File: config.mk
export PLATFORM = sky130hd
export DESIGN_NAME = mtar_sqrt_cell
export DESIGN_NICKNAME = d
export VERILOG_FILES = /design/src/hdl/mt_apparent_resistivity_phase_top_defines.svh /design/src/hdl/mtar_pkg.sv /design/src/hdl/mtar_sqrt_cell.sv
export SDC_FILE = /design/constraint.sdc
export NUM_CORES = 1
export LEC_CHECK = 0
export ABC_AREA = 1
export BUFFER_PORTS_ARGS = -buffer_cell sky130_fd_sc_hd__buf_2
export CORE_AREA = 2 2 667 669
export CTS_CLUSTER_DIAMETER = 150
export DETAILED_ROUTE_END_ITERATION = 7
export DIE_AREA = 0 0 669 671
export PLACE_DENSITY_LB_ADDON = 0.15
export SYNTH_ARGS = -nofsm -noshare
export SYNTH_HDL_FRONTEND = slang
export SYNTH_SLANG_ARGS = --single-unit
File: constraint.sdc
create_clock -name clk -period 2.2 [get_ports clk]
set_clock_uncertainty 0.2 [all_clocks]
set_input_delay 0.33 -clock clk [delete_from_list [all_inputs] [get_ports clk]]
set_output_delay 0.33 -clock clk [all_outputs]
set_load 0.01 [all_outputs]
File: src/hdl/mt_apparent_resistivity_phase_top_defines.svh
// Assertion macros shared by the project.
`ifndef MT_APPARENT_RESISTIVITY_PHASE_TOP_DEFINES_SVH
`define MT_APPARENT_RESISTIVITY_PHASE_TOP_DEFINES_SVH

// Same-cycle implication, checked out of reset.
`define MTAR_ASSERT_IMPL(lbl, ante, cons, msg) \
  lbl: assert property (@(posedge clk) disable iff (!rst_n) (ante) |-> (cons)) \
    else $error(msg);

// Next-cycle implication, checked out of reset.
`define MTAR_ASSERT_NEXT(lbl, ante, cons, msg) \
  lbl: assert property (@(posedge clk) disable iff (!rst_n) (ante) |=> (cons)) \
    else $error(msg);

`endif

File: src/hdl/mtar_pkg.sv
package mtar_pkg;

  // Square root: operand bits, root bits and partial remainder bits.
  localparam int SQ_K  = 56;
  localparam int OP_W  = 2 * SQ_K;
  localparam int REM_W = SQ_K + 2;

  // Divider: divisor bits and quotient bits.
  localparam int D_W = 43;
  localparam int Q_W = 48;

  // Angle datapath.
  localparam int CW           = 60;
  localparam int ZW           = 30;
  localparam int CORDIC_STEPS = 24;

  localparam logic [Q_W-1:0] MAX48 = {Q_W{1'b1}};

  localparam logic signed [ZW-1:0] DEG180_Q20 = 30'sd188743680;
  localparam logic signed [ZW-1:0] DEG90_Q20  = 30'sd94371840;
  localparam logic signed [ZW-1:0] DEG180_Q16 = 30'sd11796480;

  // Arctangent of 2^-i in degrees, Q.20.
  localparam logic signed [ZW-1:0] ATAN_Q20 [CORDIC_STEPS] = '{
    30'sd47185920, 30'sd27855475, 30'sd14718068, 30'sd7471121, 30'sd3750058,
    30'sd1876857, 30'sd938658, 30'sd469357, 30'sd234682, 30'sd117342,
    30'sd58671, 30'sd29335, 30'sd14668, 30'sd7334, 30'sd3667, 30'sd1833,
    30'sd917, 30'sd458, 30'sd229, 30'sd115, 30'sd57, 30'sd29, 30'sd14, 30'sd7
  };

  typedef struct packed {
    logic [OP_W-1:0]  op;
    logic [REM_W-1:0] rem;
    logic [SQ_K-1:0]  root;
  } sqrt_t;

  typedef struct packed {
    logic              live;
    logic              errv;
    logic              agtm;
    logic [63:0]       m;
    logic [D_W-1:0]    d;
    logic signed [31:0] zr;
    logic signed [31:0] zi;
    sqrt_t             sp;
    sqrt_t             sy;
    sqrt_t             sx;
  } fe_t;

  typedef struct packed {
    logic [D_W-1:0] rem;
    logic [Q_W-1:0] nq;
  } div_t;

  typedef struct packed {
    logic               spec;
    logic signed [CW-1:0] x;
    logic signed [CW-1:0] y;
    logic signed [ZW-1:0] z;
  } cor_t;

  typedef struct packed {
    logic           live;
    logic           errv;
    logic           agtm;
    logic           sat_r;
    logic           sat_e;
    logic [D_W-1:0] d;
    div_t           dr;
    div_t           de;
    cor_t           cp;
    cor_t           ce;
  } be_t;

  // One restoring square-root digit: two operand bits in, one root bit out.
  function automatic sqrt_t sqrt_step(sqrt_t s);
    logic [REM_W+1:0] t;
    logic [REM_W+1:0] trial;
    sqrt_t r;
    t     = {s.rem, s.op[OP_W-1 -: 2]};
    trial = {2'b00, s.root, 2'b01};
    r.op  = {s.op[OP_W-3:0], 2'b00};
    if (t >= trial) begin
      r.rem  = REM_W'(t - trial);
      r.root = {s.root[SQ_K-2:0], 1'b1};
    end else begin
      r.rem  = REM_W'(t);
      r.root = {s.root[SQ_K-2:0], 1'b0};
    end
    return r;
  endfunction

  // One restoring division step; quotient bits shift in behind the numerator.
  function automatic div_t div_step(div_t s, logic [D_W-1:0] d);
    logic [D_W:0] t;
    logic         ge;
    div_t         r;
    t     = {s.rem, s.nq[Q_W-1]};
    ge    = (t >= {1'b0, d});
    r.rem = ge ? D_W'(t - {1'b0, d}) : D_W'(t);
    r.nq  = {s.nq[Q_W-2:0], ge};
    return r;
  endfunction

  // Folds the left half plane and resolves the axis and zero cases.
  function automatic cor_t cordic_entry(logic signed [CW-1:0] x,
                                        logic signed [CW-1:0] y);
    cor_t c;
    logic signed [ZW-1:0] base;
    c.x  = x;
    c.y  = y;
    c.z  = '0;
    c.spec = 1'b0;
    base = '0;
    if (x == 0 && y == 0) begin
      c.spec = 1'b1;
    end else begin
      if (x < 0) begin
        base = (y >= 0) ? DEG180_Q20 : -DEG180_Q20;
        c.x  = -x;
        c.y  = -y;
      end
      if (c.y == 0) begin
        c.spec = 1'b1;
        c.z    = base;
      end else if (c.x == 0) begin
        c.spec = 1'b1;
        c.z    = (c.y > 0) ? DEG90_Q20 : -DEG90_Q20;
      end else begin
        c.z = base;
      end
    end
    return c;
  endfunction

  // Rounds Q.20 degrees to Q.16 and clamps to a half turn.
  function automatic logic signed [24:0] round_deg(logic signed [ZW-1:0] z);
    logic signed [ZW-1:0] t;
    t = (z + 30'sd8) >>> 4;
    if (t > DEG180_Q16) begin
      t = DEG180_Q16;
    end else if (t < -DEG180_Q16) begin
      t = -DEG180_Q16;
    end
    return t[24:0];
  endfunction

endpackage

File: src/hdl/mtar_sqrt_cell.sv
module mtar_sqrt_cell (
  input  logic          clk,
  input  logic          rst_n,
  input  logic          en,
  input  logic          vld_i,
  input  mtar_pkg::fe_t fe_i,
  output logic          vld_o,
  output mtar_pkg::fe_t fe_o
);
  import mtar_pkg::*;

  logic vld_r;
  fe_t  fe_r;
  fe_t  fe_nxt;

  // One root digit for each of the three square roots; the rest rides along.
  always_comb begin
    fe_nxt    = fe_i;
    fe_nxt.sp = sqrt_step(fe_i.sp);
    fe_nxt.sy = sqrt_step(fe_i.sy);
    fe_nxt.sx = sqrt_step(fe_i.sx);
  end

  always_ff @(posedge clk) begin
    if (!rst_n) begin
      vld_r <= 1'b0;
    end else if (en) begin
      vld_r <= vld_i;
    end
  end

  always_ff @(posedge clk) begin
    if (en) begin
      fe_r <= fe_nxt;
    end
  end

  assign vld_o = vld_r;
  assign fe_o  = fe_r;

endmodule

==> results.yml <==
global_route:
  grt_util_all_layers_pct: 14.7
  grt_overflow: 0
  grt_antenna_before_repair: 103
  grt_pass1_vias: 52900
  grt_max_degree: 58
  grt_pass1_wl_mm: 453
synthesis:
  synth_area_mm2: 0.0451
  syn_inst: 5145
  synth-main-ff-cell: "edfxtp_1"
  synthDistinctLibCells: 36
  synth-edff-count: 846
  ys_warn_count: 0
  syn_avg_cell_area_um2: 8.77
  synthArstFlopShare_pct: 0
  synth_seq_cells: 847
  synth-seq-area-share_pct: 56.3
routing:
  drc: 0
  ant_nets: 0
  wirelength_mm: 345
  wl_per_cell_um: 22.4
  viasPerCell: 3.28
  vias: 50600
  dr.pass1.iters: 5
  first_iter_violations: 2560
power_and_ir_drop:
  clock_power_share_pct: 33.7
  p_leak_uw: 0.0426
  seq_power_share_pct: 36.8
  combPwrFrac_pct: 29.5
  fin_total_pwr_uw: 55700
  intPower_uw: 37600
  ir_drop_mv: 0.637
  p_per_area_mw_per_mm2: 615
  power_switching_uw: 18200
  switching_share_pct: 32.6
floorplanning:
  rows: 244
  die_area_mm2: 0.449
  die_h_um: 671
  io_pins: 1709
  die_x_um: 669
  start_util_pct: 10.2
  core_mm2: 0.441
placement:
  dp_hpwl_mm: 294
  portBuffers: 1702
  gp_congestion: 0.871
timing:
  tightest_slew_ps: 645
  grt_setup_unrepaired: "yes"
  max_slew_margin_pct: 57.0
  hold_viol_final: 8
  fmax_mhz: 402
  min_period_ps: 2480
  finalSetupViolations: 204
  fin_hold_ws_ps: -394
  fin_ws_ps: -285
  min_period_over_period_pct: 113
  drv_slew: 0
finish:
  fin_util_pct: 20.6
  most-common-layout-cells: "nand2_1 (1668), buf_2 (1637), dlygate4sd3_1 (1420)"
  drive_gt1_share_pct: 36.6
  nets: 10400
  final_common_cell: "nand2_1"
  syn_to_final_growth_pct: 101
run:
  cap_violations: 0
critical_path:
  path_cells: "buf_2 -> dlygate4sd3_1 -> ha_4 -> buf_4 -> nand2_1 -> nor2_1 -> inv_1 -> nor3_2 -> buf_4 -> nand2_1 -> nand2_2 -> nand2_1 -> nand3_1 -> nand2_1 -> nand3_1 -> nand2_1"
  cpPeakStageDelay_ps: 610
  crit_required_ps: 2550
  worstSetupEndpointType: "flip-flop"
  r2r_slack_ps: 810
  path_max_fanout: 3
  crit_start: "fe_i[529]"
  setup.worst_path.class: "in2reg"
  cp_common_cell: "nand2_1"
  cp_slowest_cell: "dlygate4sd3_1"
  r2r-end: "vld_o"
  cp-start-kind: "primary input"
  critPathTopFamily: "simple AND/OR/NAND/NOR gates"
  reg2reg_depth: 3
  critical_path_buf_inv_count: 5
  crit_arrival_ps: 2830
  rr_startpoint: "vld_o"
clock_tree:
  numClockSinks: 847
  htree_levels: 3
  cts_buffer_depth: 4
  clk_latency_ps: 800
  cts_tree: "built"
  numCtsBuffers: 120
  cts_root_buf: "clkbuf_16"
  cts.clk_slew.worst_paths_ps: 60
run_status:
  violations: "negative hold slack, negative setup slack"
  status: "complete, but fails checks"
worst_hold_path:
  holdPathEnd: "fe_o[314]"
  hold_class: "in2reg"
  hp-start: "fe_i[312]"
  hold_depth: 3
-- cells by family after synthesis --
kind of cell | count (synthesis) | synth area share, %
AO/OA/AOI/OAI | 193 | 2.30
XOR/XNOR | 90 | 1.75
flip-flops | 847 | 56.3
adder cells (fa/ha/maj) | 174 | 4.82
other | 1 | 0.00831
AND/OR/NAND/NOR | 2591 | 23.8
buffers and inverters | 1249 | 11.0
-- per-stage QoR --
stage | std cells | setup WS (ps) | instance area, µm² | setup TNS [ps]
2_1_floorplan | 5150 | 0.327 | 47300 | 0
3_3_place_gp | 13700 | -1160 | 70800 | -165030
3_5_place_dp | 13700 | -1160 | 70800 | -163980
4_1_cts | 15300 | -350 | 89100 | -46410
5_1_grt | 15400 | -336 | 90600 | -50800
6_report | 15400 | -285 | 90700 | -37030
-- tightest hold or removal path, cell delays in order --
cell     delay, ps
buf_2          110
nand3_1         70
nand2_1         60
-- cells in the mapped netlist (3+ instances only) --
master	n	area, µm²
inv_2	8	30.0
buf_12	4	80.1
nor2_2	21	131
o21ai_0	42	210
xor2_1	87	762
edfxtp_1	846	25400
a21oi_1	90	450
nor2_4	6	67.6
and2_0	13	81.3
ha_1	174	2180
nand2_2	16	100
nor3_1	31	155
o21ai_1	39	195
buf_4	8	60.1
buf_6	21	236
nand3_1	295	1480
inv_1	1187	4460
xnor2_1	3	26.3
nand3_2	33	330
buf_2	15	75.1
clkbuf_2	6	30.0
nand2_1	1813	6810
o21bai_1	4	30.0
nand4_1	59	369
nor2_1	285	1070
o211ai_1	3	22.5
o21ai_2	15	131
and2_1	10	62.6
-- timing repair --
| item | 4_1_cts | 5_1_grt |
|---|---|---|
| hold buffers | 1410 | 104 |
| setup buffers | 2 | 13 |
| pin swaps | 1 | 48 |
| hold endpoints to repair | 1302 | 103 |
| gates resized for setup | 117 | 284 |
| gates cloned | 0 | 7 |
| setup endpoints to repair | 201 | 251 |
-- cell type report --
cell class | instances | area [µm²]
inverter | 1195 | 4490
fill | 49400 | 350000
clock buffer | 147 | 3140
antenna | 69 | 173
timing repair buffer | 4139 | 31800
multi-input combinational | 3054 | 17700
sequential | 847 | 25400
tap | 5904 | 7390
clock inverter | 68 | 542
-- worst max-delay path by stage --
| stage | endpoint | slack, ps | depth (start not counted) |
|---|---|---|---|
| floorplan | fe_o[66] | 0.3 | 15 |
| global placement | fe_o[563] | -1160 | 15 |
| detailed placement | fe_o[539] | -1160 | 13 |
| CTS | fe_o[360] | -350 | 1 |
| global route | fe_o[109] | -340 | 16 |
| finish | fe_o[551] | -280 | 16 |
-- power by group through the flow --
stage	Combinational [µW]	Clock, µW	Sequential (µW)
after floorplan	4420	0	21200
after global placement	14200	0	20800
after detailed placement	14100	0	20800
after CTS	16400	19500	20500
after global routing	17800	20000	20700
final	16400	18800	20500
-- flip-flops by register name (all words and copies together) (netlist names) --
name and count:
fe_o 846, vld_o 1
-- per-layer routing --
layer / GRT usage (%) / wire length [µm] / vias to the layer above
li1: - / - / 24600
met1: 16.7 / 137000 / 24200
met2: 27.5 / 180000 / 1380
met3: 2.30 / 15400 / 336
met4: 4.93 / 12100 / 34
met5: 0 / 218 / -
Note: power is estimated with default switching activity, not from simulation.
