`config.mk`:
```
export PLATFORM = sky130hd
export DESIGN_NAME = mtar_be_cell
export DESIGN_NICKNAME = d
export VERILOG_FILES = /design/src/hdl/mt_apparent_resistivity_phase_top_defines.svh /design/src/hdl/mtar_pkg.sv /design/src/hdl/mtar_be_cell.sv
export SDC_FILE = /design/constraint.sdc
export NUM_CORES = 2
export LEC_CHECK = 0
export ABC_AREA = 0
export BUFFER_PORTS_ARGS = -buffer_cell sky130_fd_sc_hd__buf_2
export CAP_MARGIN = 20
export CORE_AREA = 2 2 413 415
export CTS_BUF_LIST = sky130_fd_sc_hd__clkbuf_8
export DETAILED_ROUTE_END_ITERATION = 6
export DIE_AREA = 0 0 415 417
export HOLD_SLACK_MARGIN = 0.15
export MAX_ROUTING_LAYER = met4
export SLEW_MARGIN = 20
export SYNTH_ARGS = -nofsm -noshare
export SYNTH_HDL_FRONTEND = slang
export SYNTH_SLANG_ARGS = --single-unit
```
`constraint.sdc`:
```
create_clock -name clk -period 4.2 [get_ports clk]
set_clock_uncertainty 0.15 [all_clocks]
set_input_delay 0.21 -clock clk [delete_from_list [all_inputs] [get_ports clk]]
set_output_delay 0.21 -clock clk [all_outputs]
set_load 0.05 [all_outputs]
```
`src/hdl/mt_apparent_resistivity_phase_top_defines.svh`:
```
// Assertion macros shared by the project.
`ifndef MT_APPARENT_RESISTIVITY_PHASE_TOP_DEFINES_SVH
`define MT_APPARENT_RESISTIVITY_PHASE_TOP_DEFINES_SVH

// Same-cycle implication, checked out of reset.
`define MTAR_ASSERT_IMPL(lbl, ante, cons, msg) \
  lbl: assert property (@(posedge clk) disable iff (!rst_n) (ante) |-> (cons)) \
    else $error(msg);

// Next-cycle implication, checked out of reset.
`define MTAR_ASSERT_NEXT(lbl, ante, cons, msg) \
  lbl: assert property (@(posedge clk) disable iff (!rst_n) (ante) |=> (cons)) \
    else $error(msg);

`endif

```
`src/hdl/mtar_pkg.sv`:
```
package mtar_pkg;

  // Square root: operand bits, root bits and partial remainder bits.
  localparam int SQ_K  = 56;
  localparam int OP_W  = 2 * SQ_K;
  localparam int REM_W = SQ_K + 2;

  // Divider: divisor bits and quotient bits.
  localparam int D_W = 43;
  localparam int Q_W = 48;

  // Angle datapath.
  localparam int CW           = 60;
  localparam int ZW           = 30;
  localparam int CORDIC_STEPS = 24;

  localparam logic [Q_W-1:0] MAX48 = {Q_W{1'b1}};

  localparam logic signed [ZW-1:0] DEG180_Q20 = 30'sd188743680;
  localparam logic signed [ZW-1:0] DEG90_Q20  = 30'sd94371840;
  localparam logic signed [ZW-1:0] DEG180_Q16 = 30'sd11796480;

  // Arctangent of 2^-i in degrees, Q.20.
  localparam logic signed [ZW-1:0] ATAN_Q20 [CORDIC_STEPS] = '{
    30'sd47185920, 30'sd27855475, 30'sd14718068, 30'sd7471121, 30'sd3750058,
    30'sd1876857, 30'sd938658, 30'sd469357, 30'sd234682, 30'sd117342,
    30'sd58671, 30'sd29335, 30'sd14668, 30'sd7334, 30'sd3667, 30'sd1833,
    30'sd917, 30'sd458, 30'sd229, 30'sd115, 30'sd57, 30'sd29, 30'sd14, 30'sd7
  };

  typedef struct packed {
    logic [OP_W-1:0]  op;
    logic [REM_W-1:0] rem;
    logic [SQ_K-1:0]  root;
  } sqrt_t;

  typedef struct packed {
    logic              live;
    logic              errv;
    logic              agtm;
    logic [63:0]       m;
    logic [D_W-1:0]    d;
    logic signed [31:0] zr;
    logic signed [31:0] zi;
    sqrt_t             sp;
    sqrt_t             sy;
    sqrt_t             sx;
  } fe_t;

  typedef struct packed {
    logic [D_W-1:0] rem;
    logic [Q_W-1:0] nq;
  } div_t;

  typedef struct packed {
    logic               spec;
    logic signed [CW-1:0] x;
    logic signed [CW-1:0] y;
    logic signed [ZW-1:0] z;
  } cor_t;

  typedef struct packed {
    logic           live;
    logic           errv;
    logic           agtm;
    logic           sat_r;
    logic           sat_e;
    logic [D_W-1:0] d;
    div_t           dr;
    div_t           de;
    cor_t           cp;
    cor_t           ce;
  } be_t;

  // One restoring square-root digit: two operand bits in, one root bit out.
  function automatic sqrt_t sqrt_step(sqrt_t s);
    logic [REM_W+1:0] t;
    logic [REM_W+1:0] trial;
    sqrt_t r;
    t     = {s.rem, s.op[OP_W-1 -: 2]};
    trial = {2'b00, s.root, 2'b01};
    r.op  = {s.op[OP_W-3:0], 2'b00};
    if (t >= trial) begin
      r.rem  = REM_W'(t - trial);
      r.root = {s.root[SQ_K-2:0], 1'b1};
    end else begin
      r.rem  = REM_W'(t);
      r.root = {s.root[SQ_K-2:0], 1'b0};
    end
    return r;
  endfunction

  // One restoring division step; quotient bits shift in behind the numerator.
  function automatic div_t div_step(div_t s, logic [D_W-1:0] d);
    logic [D_W:0] t;
    logic         ge;
    div_t         r;
    t     = {s.rem, s.nq[Q_W-1]};
    ge    = (t >= {1'b0, d});
    r.rem = ge ? D_W'(t - {1'b0, d}) : D_W'(t);
    r.nq  = {s.nq[Q_W-2:0], ge};
    return r;
  endfunction

  // Folds the left half plane and resolves the axis and zero cases.
  function automatic cor_t cordic_entry(logic signed [CW-1:0] x,
                                        logic signed [CW-1:0] y);
    cor_t c;
    logic signed [ZW-1:0] base;
    c.x  = x;
    c.y  = y;
    c.z  = '0;
    c.spec = 1'b0;
    base = '0;
    if (x == 0 && y == 0) begin
      c.spec = 1'b1;
    end else begin
      if (x < 0) begin
        base = (y >= 0) ? DEG180_Q20 : -DEG180_Q20;
        c.x  = -x;
        c.y  = -y;
      end
      if (c.y == 0) begin
        c.spec = 1'b1;
        c.z    = base;
      end else if (c.x == 0) begin
        c.spec = 1'b1;
        c.z    = (c.y > 0) ? DEG90_Q20 : -DEG90_Q20;
      end else begin
        c.z = base;
      end
    end
    return c;
  endfunction

  // Rounds Q.20 degrees to Q.16 and clamps to a half turn.
  function automatic logic signed [24:0] round_deg(logic signed [ZW-1:0] z);
    logic signed [ZW-1:0] t;
    t = (z + 30'sd8) >>> 4;
    if (t > DEG180_Q16) begin
      t = DEG180_Q16;
    end else if (t < -DEG180_Q16) begin
      t = -DEG180_Q16;
    end
    return t[24:0];
  endfunction

endpackage

```
`src/hdl/mtar_be_cell.sv`:
```
module mtar_be_cell #(
  parameter int STEP = 0
) (
  input  logic          clk,
  input  logic          rst_n,
  input  logic          en,
  input  logic          vld_i,
  input  mtar_pkg::be_t be_i,
  output logic          vld_o,
  output mtar_pkg::be_t be_o
);
  import mtar_pkg::*;

  // Table entry for this cell; cells past the rotator never use it.
  localparam int AIDX = (STEP < CORDIC_STEPS) ? STEP : 0;

  logic vld_r;
  be_t  be_r;
  be_t  be_nxt;
  cor_t cp_nxt;
  cor_t ce_nxt;

  // One micro-rotation toward the x axis.
  function automatic cor_t rotate(cor_t c);
    cor_t r;
    logic signed [CW-1:0] dx;
    logic signed [CW-1:0] dy;
    r  = c;
    dx = c.y >>> STEP;
    dy = c.x >>> STEP;
    if (!c.spec) begin
      if (c.y >= 0) begin
        r.x = c.x + dx;
        r.y = c.y - dy;
        r.z = c.z + ATAN_Q20[AIDX];
      end else begin
        r.x = c.x - dx;
        r.y = c.y + dy;
        r.z = c.z - ATAN_Q20[AIDX];
      end
    end
    return r;
  endfunction

  // Early cells also rotate; later cells only divide.
  generate
    if (STEP < CORDIC_STEPS) begin : g_rot
      always_comb begin
        cp_nxt = rotate(be_i.cp);
        ce_nxt = rotate(be_i.ce);
      end
    end else begin : g_hold
      always_comb begin
        cp_nxt = be_i.cp;
        ce_nxt = be_i.ce;
      end
    end
  endgenerate

  // One quotient bit for each of the two divisions.
  always_comb begin
    be_nxt    = be_i;
    be_nxt.dr = div_step(be_i.dr, be_i.d);
    be_nxt.de = div_step(be_i.de, be_i.d);
    be_nxt.cp = cp_nxt;
    be_nxt.ce = ce_nxt;
  end

  always_ff @(posedge clk) begin
    if (!rst_n) begin
      vld_r <= 1'b0;
    end else if (en) begin
      vld_r <= vld_i;
    end
  end

  always_ff @(posedge clk) begin
    if (en) begin
      be_r <= be_nxt;
    end
  end

  assign vld_o = vld_r;
  assign be_o  = be_r;

endmodule

```
==> flow_summary.yaml <==
floorplanning:
  die_area_mm2: 0.173
  std_cell_rows: 151
  fp.dieH_um: 417
  fp.dieW_um: 415
  core_mm2: 0.169
  io_pins: 1069
  start_util: 0.279
global_route:
  grt_pass1_vias: 54508
  antenna_found_initial: 50
  grt_pass1_wl_um: 362000
  grt-ovfl-total: 0
  grt_max_degree: 192
  grt_use_total: 0.285
synth:
  async_reset_ff_frac: 0
  syn_inst: 5451
  synthSimpleGateAreaFrac: 0.140
  yosysSeqAreaShare: 0.340
  synth_adder_area_share: 0.123
  synth_area_mm2: 0.0470
  synth_fp_nets: 6443
  ys_ff_latch: 533
  synth_edf_count: 532
  synth.area.mux_share: 0.0307
  synth_top_family_by_area: "compound AO/OA/AOI/OAI gates"
  yosysWarningCount: 0
  yosysUniqueCellTypes: 115
  synth-compound-area-share: 0.246
  postSynthAreaPerCell_um2: 8.63
  synth_xor_area_frac: 0.0605
  synth_ff_type: "edfxtp_1"
clock_network:
  h-tree-depth: 3
  cts-root-buf: "clkbuf_8"
  cts.clk_slew.worst_paths_ns: 0.06
  worst_skew_pair.late_latency_ns: 0.85
  cts_tree: "yes"
  clock-sinks: 533
  clk_path_buf_depth: 3
  cts_made_buffers: 98
drt:
  ant_nets: 0
  drt-initial-drc-count: 5068
  wl_per_cell_um: 24.1
  vias_per_cell: 5.23
  drt_pass1_iterations: 7
  drt_wl_total_um: 252000
  drc: 0
  dr_total_vias: 54691
worst_setup_path:
  cp_data_required_time_ns: 4.65
  startpoint_type: "input pin"
  crit_path_start: "be_i[129]"
  path_class: "input pin to register"
  critPathMaxFanout: 4
  arrival_ns: 4.65
  end_kind: "register"
  rr_startpoint: "vld_o"
timing:
  rsz0062_at_grt: "yes"
  tightest_slew_ns: 1.03
  maxSlewViolCount: 0
  setup_viol: 0
  slew_headroom: 0.306
  hold_violations: 0
  fmax_ghz: 0.238
  layout_min_cycle_time_ns: 4.19
  finalCritPeriodShare: 0.999
layout:
  area_delta_synth_final_pct: 56.0
  drive_above_1_share: 0.247
  stdcell_count: 10454
  nets: 9113
hold_path:
  min_from: "be_i[374]"
  holdCritPathClass: "input pin to register"
power_and_ir_drop:
  total_power_w: 0.0237
  pwr_density_cell_mw_per_mm2: 322
  p_leak_nw: 32.1
  worst_ir_drop_vdd_mv: 0.314
placement:
  io_buffer_count: 1068
  globalplace.congestion: 1.02
  hpwl_um: 193000
  dp_cells: 9052
flow_run:
  cap_violations: 0
run_status:
  status: "finished clean"
[power breakdown]
part | leakage, nW | switching (W) | internal, W | total, W
clock | 1.15 | 0.00266 | 0.00298 | 0.00564
sequential | 5.21 | 0.000266 | 0.00665 | 0.00692
combinational | 25.7 | 0.00708 | 0.00402 | 0.0111
total | 32.1 | 0.0100 | 0.0137 | 0.0237
[worst paths after layout]
| path | end | slack (ns) | depth (start not counted) |
|---|---|---|---|
| min | be_o[375] | 0.24 | 4 |
| max | be_o[149] | 0.006 | 16 |
| min reg2reg | vld_o | 0.96 | 3 |
| max reg2reg | vld_o | 2.87 | 3 |
[worst max-delay path, cell delays in order]
cell	delay (ns)
dlygate4sd3_1	0.56
buf_2	0.18
ha_1	0.25
nor2b_1	0.15
o21ai_0	0.42
a2111oi_2	0.17
o32ai_1	0.65
o21ai_0	0.20
a21oi_2	0.26
o21bai_1	0.12
buf_4	0.15
a311o_1	0.36
nor2_1	0.11
nor3_1	0.08
xor2_1	0.19
dlygate4sd3_1	0.57
[per-stage QoR]
step           hold slack, ns  setup TNS [ns]  worst slack, ns  cell area (um^2)  utilization
6_report                0.243               0          0.00595             73400        0.435
5_1_grt                 0.231          -0.410           -0.121             73400        0.435
4_1_cts                 0.155               0          0.00215             72400        0.429
3_5_place_dp            0.238           -5.58           -0.253             58500        0.347
3_3_place_gp            0.236           -6.26           -0.300             58500        0.347
2_1_floorplan           0.159               0            0.777             47000            -
[state kept, by name, indices dropped and copies added, names as in the netlist]
| name | cells |
|---|---|
| vld_o | 1 |
| be_o | 532 |
[cells in the mapped netlist (9+ instances only)]
library cell / number / area (um^2)
o311ai_0: 9 / 78.8
a31oi_1: 34 / 213
nor4_1: 44 / 275
ha_1: 448 / 5610
xor2_1: 55 / 482
nand2_1: 410 / 1540
o22ai_1: 12 / 75.1
a211oi_1: 50 / 375
xnor2_1: 270 / 2360
o41ai_1: 9 / 78.8
a21o_1: 101 / 758
clkinv_1: 11 / 41.3
mux2i_1: 123 / 1230
or4_1: 9 / 67.6
buf_1: 27 / 101
a21boi_0: 15 / 113
nand2b_1: 49 / 307
o211ai_1: 45 / 338
o21bai_1: 106 / 796
nand4_1: 79 / 494
o31a_1: 24 / 210
and2_1: 15 / 93.8
or3_1: 24 / 150
a221oi_1: 25 / 219
edfxtp_1: 532 / 16000
clkbuf_1: 161 / 604
and3_1: 28 / 175
a2111oi_0: 12 / 105
nor2_1: 494 / 1850
mux2_2: 18 / 203
o311a_1: 9 / 90.1
o21a_1: 48 / 360
or2_2: 12 / 75.1
o21ai_0: 433 / 2170
buf_2: 54 / 270
a211o_1: 16 / 140
a21oi_1: 681 / 3410
o31ai_1: 43 / 323
inv_1: 437 / 1640
nand3_1: 63 / 315
nor2b_1: 50 / 313
o21ai_1: 38 / 190
buf_4: 17 / 128
nor3_1: 103 / 515
[area by class of cell]
class	count	area, um^2
Antenna cell	39	97.6
Fill cell	16446	95200
Clock inverter	76	693
Sequential cell	533	16000
Clock buffer	100	1380
Tap cell	2218	2780
Multi-Input combinational cell	4202	29000
Inverter	456	1710
Timing Repair Buffer	2830	21700
[cells in the final DEF, fill, tap and decap left out, drive strengths merged, types with 102 or more instances in the layout]
cell / instances
a21o: 102
a21oi: 686
buf: 1657
dlygate4sd3: 1171
edfxtp: 532
ha: 448
inv: 479
mux2i: 123
nand2: 410
nor2: 495
nor3: 104
o21ai: 476
o21bai: 107
xnor2: 270
[per-layer routing]
layer,track usage,vias to the layer above,wire length (um)
met2,0.457,2559,117000
met3,0.0385,666,14900
met5,-,-,0
met4,0.190,0,19300
met1,0.334,26319,101000
li1,-,25147,-
[cell families (layout without fill, tap and decap cells)]
| kind of cell | after synthesis | in the layout |
|---|---|---|
| fa+ha+maj | 456 | 456 |
| xor+xnor | 325 | 325 |
| mux | 142 | 142 |
| other cells | 0 | 39 |
| flops | 533 | 533 |
| simple gates | 1422 | 1422 |
| buf+inv | 717 | 3462 |
| compound gates | 1856 | 1857 |
[repair_timing]
action,CTS,global route
hold endpoints to repair,995,0
resized for setup,0,177
setup endpoints to repair,0,111
setup buffers,0,13
hold buffers,1178,0
Power figures use the tool's default switching activity.
